==> src/design/rsti_pkg.sv <==
`default_nettype none

package rsti_pkg;

	localparam int AccW   = 64;
	localparam int RadixW = 6;
	localparam int DigitW = 6;
	localparam int CharW  = 8;

	typedef enum logic [1:0] {
		ST_OK        = 2'd0,
		ST_EMPTY     = 2'd1,
		ST_BAD_RADIX = 2'd2,
		ST_OVERFLOW  = 2'd3
	} status_t;

	typedef enum logic {
		CFG_RADIX  = 1'b0,
		CFG_SIGNED = 1'b1
	} cfg_index_t;

	localparam logic [CharW-1:0]  DIGIT_LOW_MASK = 8'h0f;
	localparam logic [CharW-1:0]  LETTER_MASK    = 8'h1f;
	localparam logic [CharW-1:0]  CASE_FOLD      = 8'h20;
	localparam logic [RadixW-1:0] MAX_RADIX      = 6'd36;
	localparam logic [RadixW-1:0] RADIX_RESET    = 6'd10;
	localparam logic [RadixW-1:0] RADIX_BIN      = 6'd2;
	localparam logic [RadixW-1:0] RADIX_OCT      = 6'd8;
	localparam logic [RadixW-1:0] RADIX_DEC      = 6'd10;
	localparam logic [RadixW-1:0] RADIX_HEX      = 6'd16;
	localparam logic [RadixW-1:0] RADIX_PENDING  = 6'd0;

	localparam logic [CharW-1:0] CH_MINUS = 8'h2d;
	localparam logic [CharW-1:0] CH_ZERO  = 8'h30;
	localparam logic [CharW-1:0] CH_NINE  = 8'h39;
	localparam logic [CharW-1:0] CH_UC_A  = 8'h41;
	localparam logic [CharW-1:0] CH_UC_Z  = 8'h5a;
	localparam logic [CharW-1:0] CH_LC_A  = 8'h61;
	localparam logic [CharW-1:0] CH_LC_Z  = 8'h7a;
	localparam logic [CharW-1:0] CH_LC_B  = 8'h62;
	localparam logic [CharW-1:0] CH_LC_D  = 8'h64;
	localparam logic [CharW-1:0] CH_LC_O  = 8'h6f;
	localparam logic [CharW-1:0] CH_LC_X  = 8'h78;

	typedef struct packed {
		logic              ok;
		logic [DigitW-1:0] val;
	} digit_t;

	typedef struct packed {
		logic [AccW-1:0] mag;
		logic            neg;
		status_t         status;
	} result_t;

	function automatic digit_t decode_digit(input logic [CharW-1:0] c);
		digit_t     d;
		logic [CharW-1:0] t;
		d.ok  = 1'b0;
		d.val = '0;
		if (c >= CH_ZERO && c <= CH_NINE) begin
			t     = c & DIGIT_LOW_MASK;
			d.ok  = 1'b1;
			d.val = t[DigitW-1:0];
		end else if ((c >= CH_LC_A && c <= CH_LC_Z) || (c >= CH_UC_A && c <= CH_UC_Z)) begin
			t     = (c & LETTER_MASK) + 8'd9;
			d.ok  = 1'b1;
			d.val = t[DigitW-1:0];
		end
		return d;
	endfunction

	function automatic logic radix_ok(input logic [RadixW-1:0] r);
		return (r >= RADIX_BIN) && (r <= MAX_RADIX);
	endfunction

endpackage

`default_nettype wire

==> src/design/radix_string_to_integer_top.sv <==
// Streaming string-to-integer converter. Characters of one number string enter one per
// transaction on the slave side, with tlast on the final character; each final character
// yields one result transaction carrying the 64-bit value and a 2-bit status (0 ok, 1 empty,
// 2 bad radix, 3 overflow), other characters yield nothing. Throughput is one character per
// cycle: the character sits in an input register, the accumulator update (a 64 by 6 bit
// multiply and digit add) is done from there and registered in the core, and the result of a
// final character lands in an output register that drives m_tvalid. Only a final character
// ever waits, and only while the previous result is still held by a stalled
// receiver. The radix register (index 0, 2..36, 0 deduces from a 0b/0o/0d/0x prefix or a
// leading zero) and the signed_mode register (index 1) may be written only while no string
// is in progress.
`default_nettype none

module radix_string_to_integer_top
	import rsti_pkg::*;
(
	input  wire logic        clk,
	input  wire logic        arst_n,
	input  wire logic        s_tvalid,
	output logic             s_tready,
	input  wire logic [7:0]  s_tdata,   // [7:0] character
	input  wire logic        s_tlast,   // last_char
	output logic             m_tvalid,
	input  wire logic        m_tready,
	output logic      [63:0] m_tdata,   // [63:0] value
	output logic      [1:0]  m_tuser,   // [1:0] status
	input  wire logic        cfg_valid,
	output logic             cfg_ready,
	input  wire logic        cfg_index,
	input  wire logic [5:0]  cfg_data
);

	logic [RadixW-1:0] radix_q;
	logic              signed_q;

	logic              valid_s1;
	logic [CharW-1:0]  char_s1;
	logic              last_s1;
	logic              advance;
	logic              fire;

	result_t           core_res;
	result_t           res_q;
	logic              out_valid_q;

	assign cfg_ready = 1'b1;

	always_ff @(posedge clk or negedge arst_n) begin
		if (!arst_n) begin
			radix_q  <= RADIX_RESET;
			signed_q <= 1'b0;
		end else if (cfg_valid) begin
			unique case (cfg_index_t'(cfg_index))
				CFG_RADIX:  radix_q  <= cfg_data;
				CFG_SIGNED: signed_q <= cfg_data[0];
				default:    ;
			endcase
		end
	end

	// non-final characters never wait on the output register
	assign advance  = !last_s1 || !out_valid_q || m_tready;
	assign fire     = valid_s1 && advance;
	assign s_tready = !valid_s1 || advance;

	always_ff @(posedge clk or negedge arst_n) begin
		if (!arst_n) begin
			valid_s1 <= 1'b0;
		end else if (s_tready) begin
			valid_s1 <= s_tvalid;
		end
	end

	always_ff @(posedge clk) begin
		if (s_tready && s_tvalid) begin
			char_s1 <= s_tdata;
			last_s1 <= s_tlast;
		end
	end

	rsti_core u_core (
		.clk         (clk),
		.arst_n      (arst_n),
		.fire        (fire),
		.character   (char_s1),
		.last_char   (last_s1),
		.radix       (radix_q),
		.signed_mode (signed_q),
		.res         (core_res)
	);

	always_ff @(posedge clk or negedge arst_n) begin
		if (!arst_n) begin
			out_valid_q <= 1'b0;
		end else if (fire && last_s1) begin
			out_valid_q <= 1'b1;
		end else if (m_tready) begin
			out_valid_q <= 1'b0;
		end
	end

	always_ff @(posedge clk) begin
		if (fire && last_s1) begin
			res_q <= core_res;
		end
	end

	assign m_tvalid = out_valid_q;
	assign m_tdata  = res_q.neg ? (64'd0 - res_q.mag) : res_q.mag;
	assign m_tuser  = res_q.status;

endmodule

`default_nettype wire

==> src/design/rsti_mac.sv <==
`default_nettype none

module rsti_mac
	import rsti_pkg::*;
(
	input  wire logic [AccW-1:0]   acc,
	input  wire logic [RadixW-1:0] radix,
	input  wire logic [DigitW-1:0] digit,
	output logic      [AccW-1:0]   sum,
	output logic                   ovf
);

	logic [AccW+RadixW-1:0] prod;
	logic [AccW:0]          wide_sum;

	always_comb begin
		prod     = {{RadixW{1'b0}}, acc} * {{AccW{1'b0}}, radix};
		wide_sum = {1'b0, prod[AccW-1:0]} + {{(AccW+1-DigitW){1'b0}}, digit};
		sum      = wide_sum[AccW-1:0];
		// product beyond 64 bits or carry out of the digit add
		ovf      = (|prod[AccW+RadixW-1:AccW]) | wide_sum[AccW];
	end

endmodule

`default_nettype wire

==> src/design/rsti_core.sv <==
`default_nettype none

module rsti_core
	import rsti_pkg::*;
(
	input  wire logic              clk,
	input  wire logic              arst_n,
	input  wire logic              fire,
	input  wire logic [CharW-1:0]  character,
	input  wire logic              last_char,
	input  wire logic [RadixW-1:0] radix,
	input  wire logic              signed_mode,
	output result_t                res
);

	logic [AccW-1:0]   acc_q, acc_d;
	logic [1:0]        pos_q, pos_d;
	logic [RadixW-1:0] ar_q, ar_d;
	logic              neg_q, neg_d;
	logic              stop_q, stop_d;
	logic              ovf_q, ovf_d;

	logic [CharW-1:0]  lower;
	logic              sign_take;
	logic              pos0;
	logic              pend;
	logic [RadixW-1:0] ar_first;
	logic [RadixW-1:0] pfx_radix;
	logic              pfx_hit;
	logic              skip;
	logic [RadixW-1:0] ar_eff;
	logic              take_en;
	digit_t            dig;
	logic [AccW-1:0]   mac_sum;
	logic              mac_ovf;

	rsti_mac u_mac (
		.acc   (acc_q),
		.radix (ar_eff),
		.digit (dig.val),
		.sum   (mac_sum),
		.ovf   (mac_ovf)
	);

	always_comb begin
		lower     = character | CASE_FOLD;
		dig       = decode_digit(character);
		pos0      = (pos_q == 2'd0);
		pend      = (pos_q == 2'd1) && (ar_q == RADIX_PENDING);
		sign_take = pos0 && !neg_q && signed_mode && (character == CH_MINUS);

		if (radix == RADIX_PENDING) begin
			ar_first = (character == CH_ZERO && !last_char) ? RADIX_PENDING : RADIX_DEC;
		end else begin
			ar_first = radix;
		end

		pfx_hit   = 1'b1;
		pfx_radix = RADIX_OCT;
		unique case (lower)
			CH_LC_B: pfx_radix = RADIX_BIN;
			CH_LC_O: pfx_radix = RADIX_OCT;
			CH_LC_D: pfx_radix = RADIX_DEC;
			CH_LC_X: pfx_radix = RADIX_HEX;
			default: pfx_hit = 1'b0;
		endcase

		// a prefix matching the given radix after a leading zero is skipped
		skip = (pos_q == 2'd1) && (ar_q != RADIX_PENDING) && (acc_q == '0) && !stop_q
			&& !ovf_q && pfx_hit && (pfx_radix == ar_q);

		if (pos0) begin
			ar_eff = ar_first;
		end else if (pend) begin
			ar_eff = pfx_radix;
		end else begin
			ar_eff = ar_q;
		end

		take_en = !sign_take && !(pend && pfx_hit) && !skip && !(pos0 && ar_first == RADIX_PENDING)
			&& !stop_q && !ovf_q && radix_ok(ar_eff);

		acc_d  = acc_q;
		stop_d = stop_q;
		ovf_d  = ovf_q;
		if (take_en) begin
			if (!dig.ok || dig.val >= ar_eff) begin
				stop_d = 1'b1;
			end else if (mac_ovf) begin
				ovf_d  = 1'b1;
				stop_d = 1'b1;
			end else begin
				acc_d = mac_sum;
			end
		end

		ar_d  = sign_take ? ar_q : ar_eff;
		neg_d = neg_q | sign_take;
		if (sign_take || pos_q == 2'd2) begin
			pos_d = pos_q;
		end else begin
			pos_d = pos_q + 2'd1;
		end

		res.mag    = '0;
		res.neg    = 1'b0;
		res.status = ST_OK;
		priority if (sign_take) begin
			res.status = ST_EMPTY;
		end else if (!radix_ok(ar_d)) begin
			res.status = ST_BAD_RADIX;
		end else if (ovf_d) begin
			res.status = ST_OVERFLOW;
		end else begin
			res.mag = acc_d;
			res.neg = neg_q;
		end
	end

	always_ff @(posedge clk or negedge arst_n) begin
		if (!arst_n) begin
			acc_q  <= '0;
			pos_q  <= '0;
			ar_q   <= '0;
			neg_q  <= 1'b0;
			stop_q <= 1'b0;
			ovf_q  <= 1'b0;
		end else if (fire) begin
			if (last_char) begin
				acc_q  <= '0;
				pos_q  <= '0;
				ar_q   <= '0;
				neg_q  <= 1'b0;
				stop_q <= 1'b0;
				ovf_q  <= 1'b0;
			end else begin
				acc_q  <= acc_d;
				pos_q  <= pos_d;
				ar_q   <= ar_d;
				neg_q  <= neg_d;
				stop_q <= stop_d;
				ovf_q  <= ovf_d;
			end
		end
	end

endmodule

`default_nettype wire
==> config.mk <==
export PLATFORM = sky130hd
export DESIGN_NAME = radix_string_to_integer_top
export DESIGN_NICKNAME = d
export VERILOG_FILES = /design/src/design/rsti_pkg.sv /design/src/design/radix_string_to_integer_top.sv /design/src/design/rsti_mac.sv /design/src/design/rsti_core.sv
export SDC_FILE = /design/constraint.sdc
export NUM_CORES = 1
export LEC_CHECK = 0
export BUFFER_PORTS_ARGS = -buffer_cell sky130_fd_sc_hd__buf_2
export CAP_MARGIN = 20
export CORE_ASPECT_RATIO = 1.5
export CORE_MARGIN = 8
export CORE_UTILIZATION = 41
export DETAILED_ROUTE_END_ITERATION = 8
export PLACE_DENSITY_LB_ADDON = 0.12
export SLEW_MARGIN = 20
export SYNTH_ARGS = -nofsm -noshare
export SYNTH_HDL_FRONTEND = slang
export SYNTH_SLANG_ARGS = --single-unit
==> constraint.sdc <==
create_clock -name clk -period 9.45 [get_ports clk]
set_input_delay 0.4725 -clock clk [delete_from_list [all_inputs] [get_ports clk]]
set_output_delay 0.4725 -clock clk [all_outputs]
set_load 0.1 [all_outputs]
==> flow_summary.toml, run 1 <==
[outcome]
status = "completed"

[routing]
firstDrtPassIters = 6
drc = 0
dr_total_vias = 20560
viasPerCell = 5.691
routed_wl_mm = 81.71
routedWlPerCell_microns = 22.62
ant_nets = 0
drt_iter0_drc = 1175

[finish]
antenna_cells = 0
fin_area_sq_mm = 0.02623
syn_to_final_growth_pct = 8.668
post_route_cells_drive_above_1_share = 0.09520
stdcell_count = 3613
nNetsFinal = 3192

[hold_path]
hold_class = "primary input to flip-flop"
hold_depth = 1
hp-start = "s_tdata[0]"
hold_path_end = "char_s1[0]"

[setup_path]
path_class = "flip-flop to flip-flop"
crit_required_ps = 9680
critPathTopFamily = "simple AND/OR/NAND/NOR gates"
start_kind = "flip-flop"
crit_path_top_delay_cell = "or4_1"
cp-end-kind = "flip-flop"
regToRegEndpoint = "res_q[36]"
max_stage_delay_ps = 610
reg2reg_depth = 31
cp.arrival_ps = 9280
cp_max_fo = 66
reg2reg_slack_ps = 400
r2r_start = "char_s1[0]"
critPathBufInv = 7

[synth]
synthCells = 2783
synth.avg_cell_area_sq_um = 8.673
synthesis.nets = 3152
ys.warnings.count = 0
async_reset_ff_frac = 0.5250
ys_ff_latch = 160
yosysUniqueCellTypes = 94
ys.flop_type = "dfrtp_1"
ys_seq_area_frac = 0.1818
syn_area_sq_mm = 0.02414
synth-edff-count = 76

[power]
leakage_nw = 11.85
irDropWorstVdd_mv = 0.1553
p_per_area_mw_per_mm2 = 103.3

[global_routing]
met3_usage = 0.03541
top_usage_layer = "met2"
grt_pass1_wl_mm = 126.9
antenna_found_initial = 2
grt-ovfl-total = 0
grtUsageMet2 = 0.4361
first_global_vias = 21630
grt_max_degree = 69
grtUsageMet1 = 0.2730
grt_usage = 0.2435

[floorplan]
core-area_sq_mm = 0.05864
start_util = 0.4116
rows = 109
die_y_microns = 313.2
pin_count = 90
die_w_microns = 214.1
die-area_sq_mm = 0.06705

[placed_design]
dpl_cell_area_sq_mm = 0.02558
gp_congestion = 0.9788
numPortBuffers = 88
dp_cells = 3580
dp.final_hpwl_mm = 65.03

[clock_tree]
cts_root_buf = "clkbuf_16"
cts_tree = "built"
cts.sink_count = 160
clk_pin_slew_ps = 80
clk_latency_ps = 500
cts_buffers = 17
clk_path_buf_depth = 2
h-tree-depth = 4

[timing]
fin_crit_sh = 0.9573
rsz0062_at_grt = "false"
finalSetupViolCount = 0
fin_setup_tns_ps = 0
period_needed_ps = 9046
maxSlewHeadroom = 0.2719
worst_pin_slew_ps = 1081
finalMaxSlewViolations = 0
clock.fmax_mhz = 110.5
timing.final.hold_violations = 0
finalClockSkew_ps = 24.71

[flow_run]
maxCapViolCount = 0
[report_power, final]
| part | leakage, nW | internal [mW] | total, mW | switching (mW) |
|---|---|---|---|---|
| Sequential | 1.89 | 0.768 | 0.806 | 0.0386 |
| Clock | 0.293 | 0.359 | 0.738 | 0.380 |
| Combinational | 9.67 | 0.276 | 1.16 | 0.889 |
[through the flow]
stage	setup WS [ps]	hold slack [ps]	utilization	total power, mW
after floorplan	1665	176.9	-	1.550
after global placement	330.9	483.1	0.4361	1.971
after detailed placement	168.6	488.9	0.4362	1.989
after CTS	125.9	119.3	0.4468	2.736
after global routing	15.24	126.0	0.4472	2.827
final	403.8	151.6	0.4472	2.709
[cell type report]
cell class,count,area (sq um)
inverters,343,1289
clock buffers,17,425.4
flip-flops and latches,160,4387
multi-input cells,2128,17750
fillers,5885,32420
clock inverters,15,185.2
repair buffers,173,1219
well taps,777,972.2
[Yosys cell counts (10+ instances only)]
cell type  instances  share of area
nor2b_1           16         0.0041
o41ai_1           12         0.0044
buf_6             18         0.0084
nor3_1            39         0.0081
nand3_1           34         0.0071
and2_1           368          0.095
buf_2             22         0.0046
nor2_1           173          0.027
o21a_1            10         0.0031
mux2_2            12         0.0056
a21o_1            40          0.012
or3_1             17         0.0044
mux2i_1           74          0.031
dfrtp_1           82          0.085
and3_1            10         0.0026
nand2_1          171          0.027
xor2_1            43          0.016
o211ai_1          10         0.0031
nor4_1            35         0.0091
or4_1             14         0.0044
edfxtp_1          76          0.095
a22o_1            65          0.024
xnor2_1          123          0.045
nand4_1           66          0.017
buf_4             14         0.0044
ha_1              98          0.051
fa_1             250           0.21
inv_1            343          0.053
o31ai_1           30         0.0093
nand2b_1          12         0.0031
a21oi_1          113          0.023
a31oi_1           13         0.0034
o21ai_0          106          0.022
clkbuf_1          97          0.015
[layer usage]
layer	vias to the layer above	wire, microns
met5	-	13
met2	593	41590
met3	198	3629
li1	9487	-
met4	2	4919
met1	10280	31560
[cell usage in the layout (no fill, tap or decap), types with 10 or more instances in the layout]
master,synthesis,routed
nand2_1,171,171
a22o_1,65,65
o31ai_1,30,30
clkbuf_16,0,17
nor3_1,39,39
buf_12,0,11
nor2b_1,16,16
dfrtp_1,82,82
mux2_2,12,12
o21a_1,10,10
xor2_1,43,43
buf_2,22,88
a21o_1,40,40
fa_1,250,250
edfxtp_1,76,76
nor4_1,35,34
a21oi_1,113,111
inv_1,343,342
o41ai_1,12,12
nand3_1,34,34
xnor2_1,123,123
buf_4,14,73
o21ai_0,106,105
ha_1,98,98
or4_1,14,14
nand4_1,66,66
and2_1,368,368
a31oi_1,13,13
o211ai_1,10,10
mux2i_1,74,74
nand2b_1,12,12
or3_1,17,17
nor2_1,173,173
[logic make-up after synthesis]
group | after synthesis | synth area share
flops | 160 | 0.1818
fa+ha+maj | 348 | 0.2582
compound gates | 503 | 0.1433
xor+xnor | 166 | 0.06024
mux | 86 | 0.03629
simple gates | 1024 | 0.2342
buf+inv | 495 | 0.08590
other cells | 1 | 0.0001554
[worst max path at each step]
stage / to / cells past startpoint / startpoint
after CTS: res_q[27] / 30 / char_s1[0]
final: res_q[36] / 31 / char_s1[0]
after detailed placement: res_q[27] / 30 / char_s1[0]
after global routing: res_q[35] / 29 / char_s1[1]
after floorplan: res_q[57] / 31 / char_s1[0]
after global placement: res_q[31] / 31 / char_s1[0]
[sequential cells by signal, summed over array words and instances (netlist names), 2 cells and up]
signal        flops
radix_q           6
u_core.acc_q     64
u_core.pos_q      2
char_s1           8
u_core.ar_q       6
m_tuser           2
res_q            65
[repair_timing]
action,in CTS,in global routing
buffers inserted,0,0
gates resized for setup,0,3
setup endpoints to repair,0,130
endpoints found under the hold margin,15,0
hold buffers,1,0
(Power assumes the default switching activity.)
==> inputs of run 2 (changes only) <==
--- a/config.mk
+++ b/config.mk
@@ -12,6 +12,7 @@
 export CORE_UTILIZATION = 41
 export DETAILED_ROUTE_END_ITERATION = 8
 export PLACE_DENSITY_LB_ADDON = 0.12
+export RECOVER_POWER = 100
 export SLEW_MARGIN = 20
 export SYNTH_ARGS = -nofsm -noshare
 export SYNTH_HDL_FRONTEND = slang
==> flow_summary.toml, run 2 (synthesis results as in run 1) <==
[finish]
post_route_cells_drive_above_1_share = 0.06911
post-route-util = 0.4454
top_register = "res_q"
n_fill_cell = 5921
final_common_cell = "and2_1"
largest_reg_flops = 65
mostFrequentLayoutCells = "and2_1, inv_1, fa_1"
syn_to_final_growth_pct = 8.211
layout.area.seq_sq_mm = 0.004387
antenna_cells = 0
nNetsFinal = 3192
top_regs = "res_q: 65 flops, u_core.acc_q: 64 flops, char_s1: 8 flops"
multiInputGateArea_sq_mm = 0.01774

[routing]
ant_nets = 0
routed_wl_mm = 81.76
drc = 0
dr_total_vias = 20510
firstDrtPassIters = 5
drt_iter0_drc = 1258
routedWlPerCell_microns = 22.63
viasPerCell = 5.677

[hold_path]
hold_path_end = "last_s1"
hold_depth = 1
hp-start = "s_tlast"
hold_class = "primary input to flip-flop"

[floorplan]
die_w_microns = 214.1
rows = 109
die_y_microns = 313.2
pin_count = 90
start_util = 0.4116
core-area_sq_mm = 0.05864
die-area_sq_mm = 0.06705

[setup_path]
start_kind = "flip-flop"
critPathTopFamily = "simple AND/OR/NAND/NOR gates"
max_stage_delay_ps = 610
path_class = "flip-flop to flip-flop"
r2r_start = "char_s1[0]"
crit_path_top_delay_cell = "or4_1"
cp.arrival_ps = 9280
crit_required_ps = 9680
regToRegEndpoint = "res_q[36]"
reg2reg_depth = 31
cp_max_fo = 66
critPathBufInv = 8
cp-end-kind = "flip-flop"
reg2reg_slack_ps = 400

[flow_run]
maxCapViolCount = 5

[timing]
worst_pin_slew_ps = 3034
finalClockSkew_ps = 24.77
fin_setup_tns_ps = 0
period_needed_ps = 9045
hold_ws_ps = 152.5
fin_crit_sh = 0.9572
maxSlewHeadroom = -1.023
rsz0062_at_grt = "false"
finalMaxSlewViolations = 225
timing.final.hold_violations = 0
finalSetupViolCount = 0
clock.fmax_mhz = 110.6

[clock_tree]
cts_root_buf = "clkbuf_16"
clk_pin_slew_ps = 80
clk_path_buf_depth = 2
clk_latency_ps = 500
h-tree-depth = 4
cts_tree = "built"
cts.sink_count = 160
cts_buffers = 17

[global_routing]
grt-ovfl-total = 0
grt_pass1_wl_mm = 126.9
grt_max_degree = 69
grt_usage = 0.2435
antenna_found_initial = 2
first_global_vias = 21630

[placed_design]
dp.final_hpwl_mm = 65.03
gp_congestion = 0.9788
numPortBuffers = 88

[outcome]
failed_checks = "max-capacitance violations, max-slew violations"
status = "complete, but fails checks"

[power]
irDropWorstVdd_mv = 0.1569
total_power_mw = 2.710
leakage_nw = 11.64
p_per_area_mw_per_mm2 = 103.8
==> run 2: worst max-delay path by stage <==
| stage | endpoint | cells past startpoint | slack (ps) | startpoint |
|---|---|---|---|---|
| after global routing | res_q[35] | 31 | 5 | char_s1[1] |
| after global placement | res_q[31] | 31 | 330 | char_s1[0] |
| after CTS | res_q[27] | 30 | 130 | char_s1[0] |
| after floorplan | res_q[57] | 31 | 1670 | char_s1[0] |
| after detailed placement | res_q[27] | 30 | 170 | char_s1[0] |
| final | res_q[36] | 31 | 400 | char_s1[0] |
==> run 2: repair_timing <==
| action | in CTS | in global routing |
|---|---|---|
| resized for setup | 0 | 3 |
| buffers inserted | 0 | 0 |
| hold endpoints to repair | 15 | 0 |
| setup endpoints to repair | 0 | 130 |
| hold buffers | 1 | 0 |
==> run 2: power by group <==
| part | switching, mW | internal (mW) |
|---|---|---|
| clock network | 0.382 | 0.359 |
| logic | 0.892 | 0.269 |
| registers | 0.0386 | 0.769 |
| total | 1.31 | 1.40 |
==> run 2: through the flow <==
| stage | cells | worst slack [ps] | area [sq um] |
|---|---|---|---|
| 6_report | 3613 | 404.6 | 26120 |
| 5_1_grt | 3613 | 4.938 | 26120 |
| 4_1_cts | 3613 | 125.9 | 26200 |
| 3_5_place_dp | 3580 | 168.6 | 25580 |
| 3_3_place_gp | 3579 | 330.9 | 25580 |
| 2_1_floorplan | 2783 | 1665 | 24140 |
==> run 2: cell type report <==
class | count | area share
timing repair buffer | 173 | 0.04273
clock inverter | 15 | 0.007090
multi-input combinational | 2128 | 0.6794
clock buffer | 17 | 0.01629
tap | 777 | 0.03722
sequential | 160 | 0.1680
inverter | 343 | 0.04934
==> run 2: layer usage <==
layer / track usage / part of all wire / wire length [microns] / up-vias
met5: 0 / 0.00016 / 13 / -
met4: 0.1419 / 0.059 / 4784 / 2
met3: 0.03541 / 0.040 / 3245 / 191
met2: 0.4361 / 0.51 / 41710 / 558
met1: 0.2730 / 0.39 / 32010 / 10280
li1: - / - / - / 9482
==> inputs of run 3 (changes only) <==
--- a/config.mk
+++ b/config.mk
@@ -5,12 +5,14 @@
 export SDC_FILE = /design/constraint.sdc
 export NUM_CORES = 1
 export LEC_CHECK = 0
-export BUFFER_PORTS_ARGS = -buffer_cell sky130_fd_sc_hd__buf_2
 export CAP_MARGIN = 20
+export CELL_PAD_IN_SITES_DETAIL_PLACEMENT = 1
+export CELL_PAD_IN_SITES_GLOBAL_PLACEMENT = 2
 export CORE_ASPECT_RATIO = 1.5
 export CORE_MARGIN = 8
 export CORE_UTILIZATION = 41
 export DETAILED_ROUTE_END_ITERATION = 8
+export DONT_BUFFER_PORTS = 1
 export PLACE_DENSITY_LB_ADDON = 0.12
 export RECOVER_POWER = 100
 export SLEW_MARGIN = 20
==> constraint.sdc (replaced) <==
create_clock -name clk -period 9.45 [get_ports clk]
set_input_delay 0.4725 -clock clk [delete_from_list [all_inputs] [get_ports clk]]
set_output_delay 0.4725 -clock clk [all_outputs]
set_load 0.01 [all_outputs]
==> flow_summary.toml, run 3 (synthesis results as in run 1) <==
[global_routing]
grtUsageMet2 = 0.4893
grt_usage = 0.2685
top_usage_layer = "met2"
grt-ovfl-total = 0
grt_max_degree = 85
grt_pass1_wl_mm = 141.3
antenna_found_initial = 1
grtUsageMet1 = 0.3127
first_global_vias = 22790
met3_usage = 0.02123

[clock_tree]
cts.sink_count = 160
clk_latency_ps = 440
cts_buffers = 17
clk_pin_slew_ps = 80
h-tree-depth = 4
cts_tree = "built"
clk_path_buf_depth = 2
cts_root_buf = "clkbuf_16"

[routing]
firstDrtPassIters = 8
ant_nets = 0
viasPerCell = 5.828
dr_total_vias = 20770
drt_iter0_drc = 1100
routed_wl_mm = 90.21
drc = 0
routedWlPerCell_microns = 25.31

[setup_path]
cp_max_fo = 45
cp.arrival_ps = 9220
path_common_cell = "buf_4"
start_kind = "flip-flop"
cp-end-kind = "flip-flop"
path_class = "flip-flop to flip-flop"
crit_path_top_delay_cell = "o31ai_1"
max_stage_delay_ps = 630
reg2reg_depth = 32
crit_required_ps = 9640

[timing]
rsz0062_at_grt = "false"
fin_ws_ps = 418.9
fin_crit_sh = 0.9557
finalMaxSlewViolations = 207
period_needed_ps = 9031
hold_ws_ps = 118.8
worst_pin_slew_ps = 4999
maxSlewHeadroom = -2.332
timing.final.hold_violations = 0
clock.fmax_mhz = 110.7
finalClockSkew_ps = 15.93
fin_setup_tns_ps = 0
finalSetupViolCount = 0

[floorplan]
start_util = 0.4116
pin_count = 90
core-area_sq_mm = 0.05864
die_w_microns = 214.1
rows = 109
die_y_microns = 313.2
die-area_sq_mm = 0.06705

[power]
irDropWorstVdd_mv = 0.1628
p_per_area_mw_per_mm2 = 96.45
leakage_nw = 11.68

[finish]
top_register = "res_q"
nNetsFinal = 3142
post_route_cells_drive_above_1_share = 0.07502
syn_to_final_growth_pct = 7.901
largest_reg_flops = 65
multiInputGateArea_sq_mm = 0.01772
top_regs = "res_q: 65 flops, u_core.acc_q: 64 flops, char_s1: 8 flops"
n_fill_cell = 6902
final_common_cell = "and2_1"
mostFrequentLayoutCells = "and2_1, inv_1, fa_1"
layout.area.seq_sq_mm = 0.004387

[placed_design]
dp.final_hpwl_mm = 74.40
numPortBuffers = 0
gp_congestion = 0.9528
preCtsSetupSlack_ps = -55.88

[flow_run]
maxCapViolCount = 3

[outcome]
failed_checks = "max-capacitance violations, max-slew violations"
status = "complete, but fails checks"

[hold_path]
hold_class = "primary input to flip-flop"
hold_depth = 1
## run 3: changes by cell type in the layout (fill, tap and decap cells not counted), sizes merged
cell,previous run,this run
inv,349,352
buf,99,118
bufinv,0,1
diode,0,1
clkinvlp,2,1
clkbuf,90,21
clkinv,7,4
## run 3: final timing paths
check                                   start                to  slack [ps]
max in group asynchronous              arst_n  u_core.acc_q[18]        4260
worst max-delay path               char_s1[0]         res_q[66]         420
min in group asynchronous              arst_n        radix_q[5]        2390
worst max register to register     char_s1[0]         res_q[66]         420
worst min-delay path                 m_tready          m_tvalid         120
worst min register to register  u_core.stop_q     u_core.stop_q         500
## run 3: what timing repair did
action / 4_1_cts / 5_1_grt
hold endpoints to repair: 84 / 0
resized for setup: 1 / 5
setup endpoints to repair: 129 / 131
buffers inserted: 0 / 1
hold buffers: 2 / 0
## run 3: layer usage
metal | routed length (microns) | up-vias
li1 | - | 9353
met1 | 35290 | 10740
met2 | 47020 | 497
met3 | 2605 | 180
met4 | 5295 | 0
met5 | 0 | -
## run 3: cell type report
type,instances,area share
diodes,1,0.00009609
clock buffers,17,0.01634
clock inverters,15,0.006438
inverters,343,0.04944
multi-input cells,2128,0.6803
flip-flops and latches,160,0.1684
well taps,777,0.03733
repair buffers,123,0.04165
## run 3: critical path: cells and delay by family (launching register included)
kind | cells | cell delay (ps)
fa+ha+maj | 5 | 2090
buf+inv | 9 | 1450
xor+xnor | 2 | 330
simple gates | 7 | 1680
mux | 1 | 130
flops | 1 | 510
compound gates | 8 | 2530
## run 3: metrics by stage
| stage | util | power, mW | area [sq um] | instances |
|---|---|---|---|---|
| final | 0.4441 | 2.512 | 26040 | 3564 |
| after global routing | 0.4440 | 2.617 | 26040 | 3563 |
| after CTS | 0.4448 | 2.529 | 26090 | 3562 |
| after detailed placement | 0.4339 | 1.816 | 25450 | 3528 |
| after global placement | 0.4339 | 1.786 | 25450 | 3528 |
| after floorplan | - | 1.387 | 24140 | 2783 |
## run 3: power by group
group | internal, mW | switching (mW) | total [mW]
Clock | 0.378 | 0.326 | 0.703
Combinational | 0.285 | 0.709 | 0.994
Sequential | 0.769 | 0.0450 | 0.814
Total | 1.43 | 1.08 | 2.51
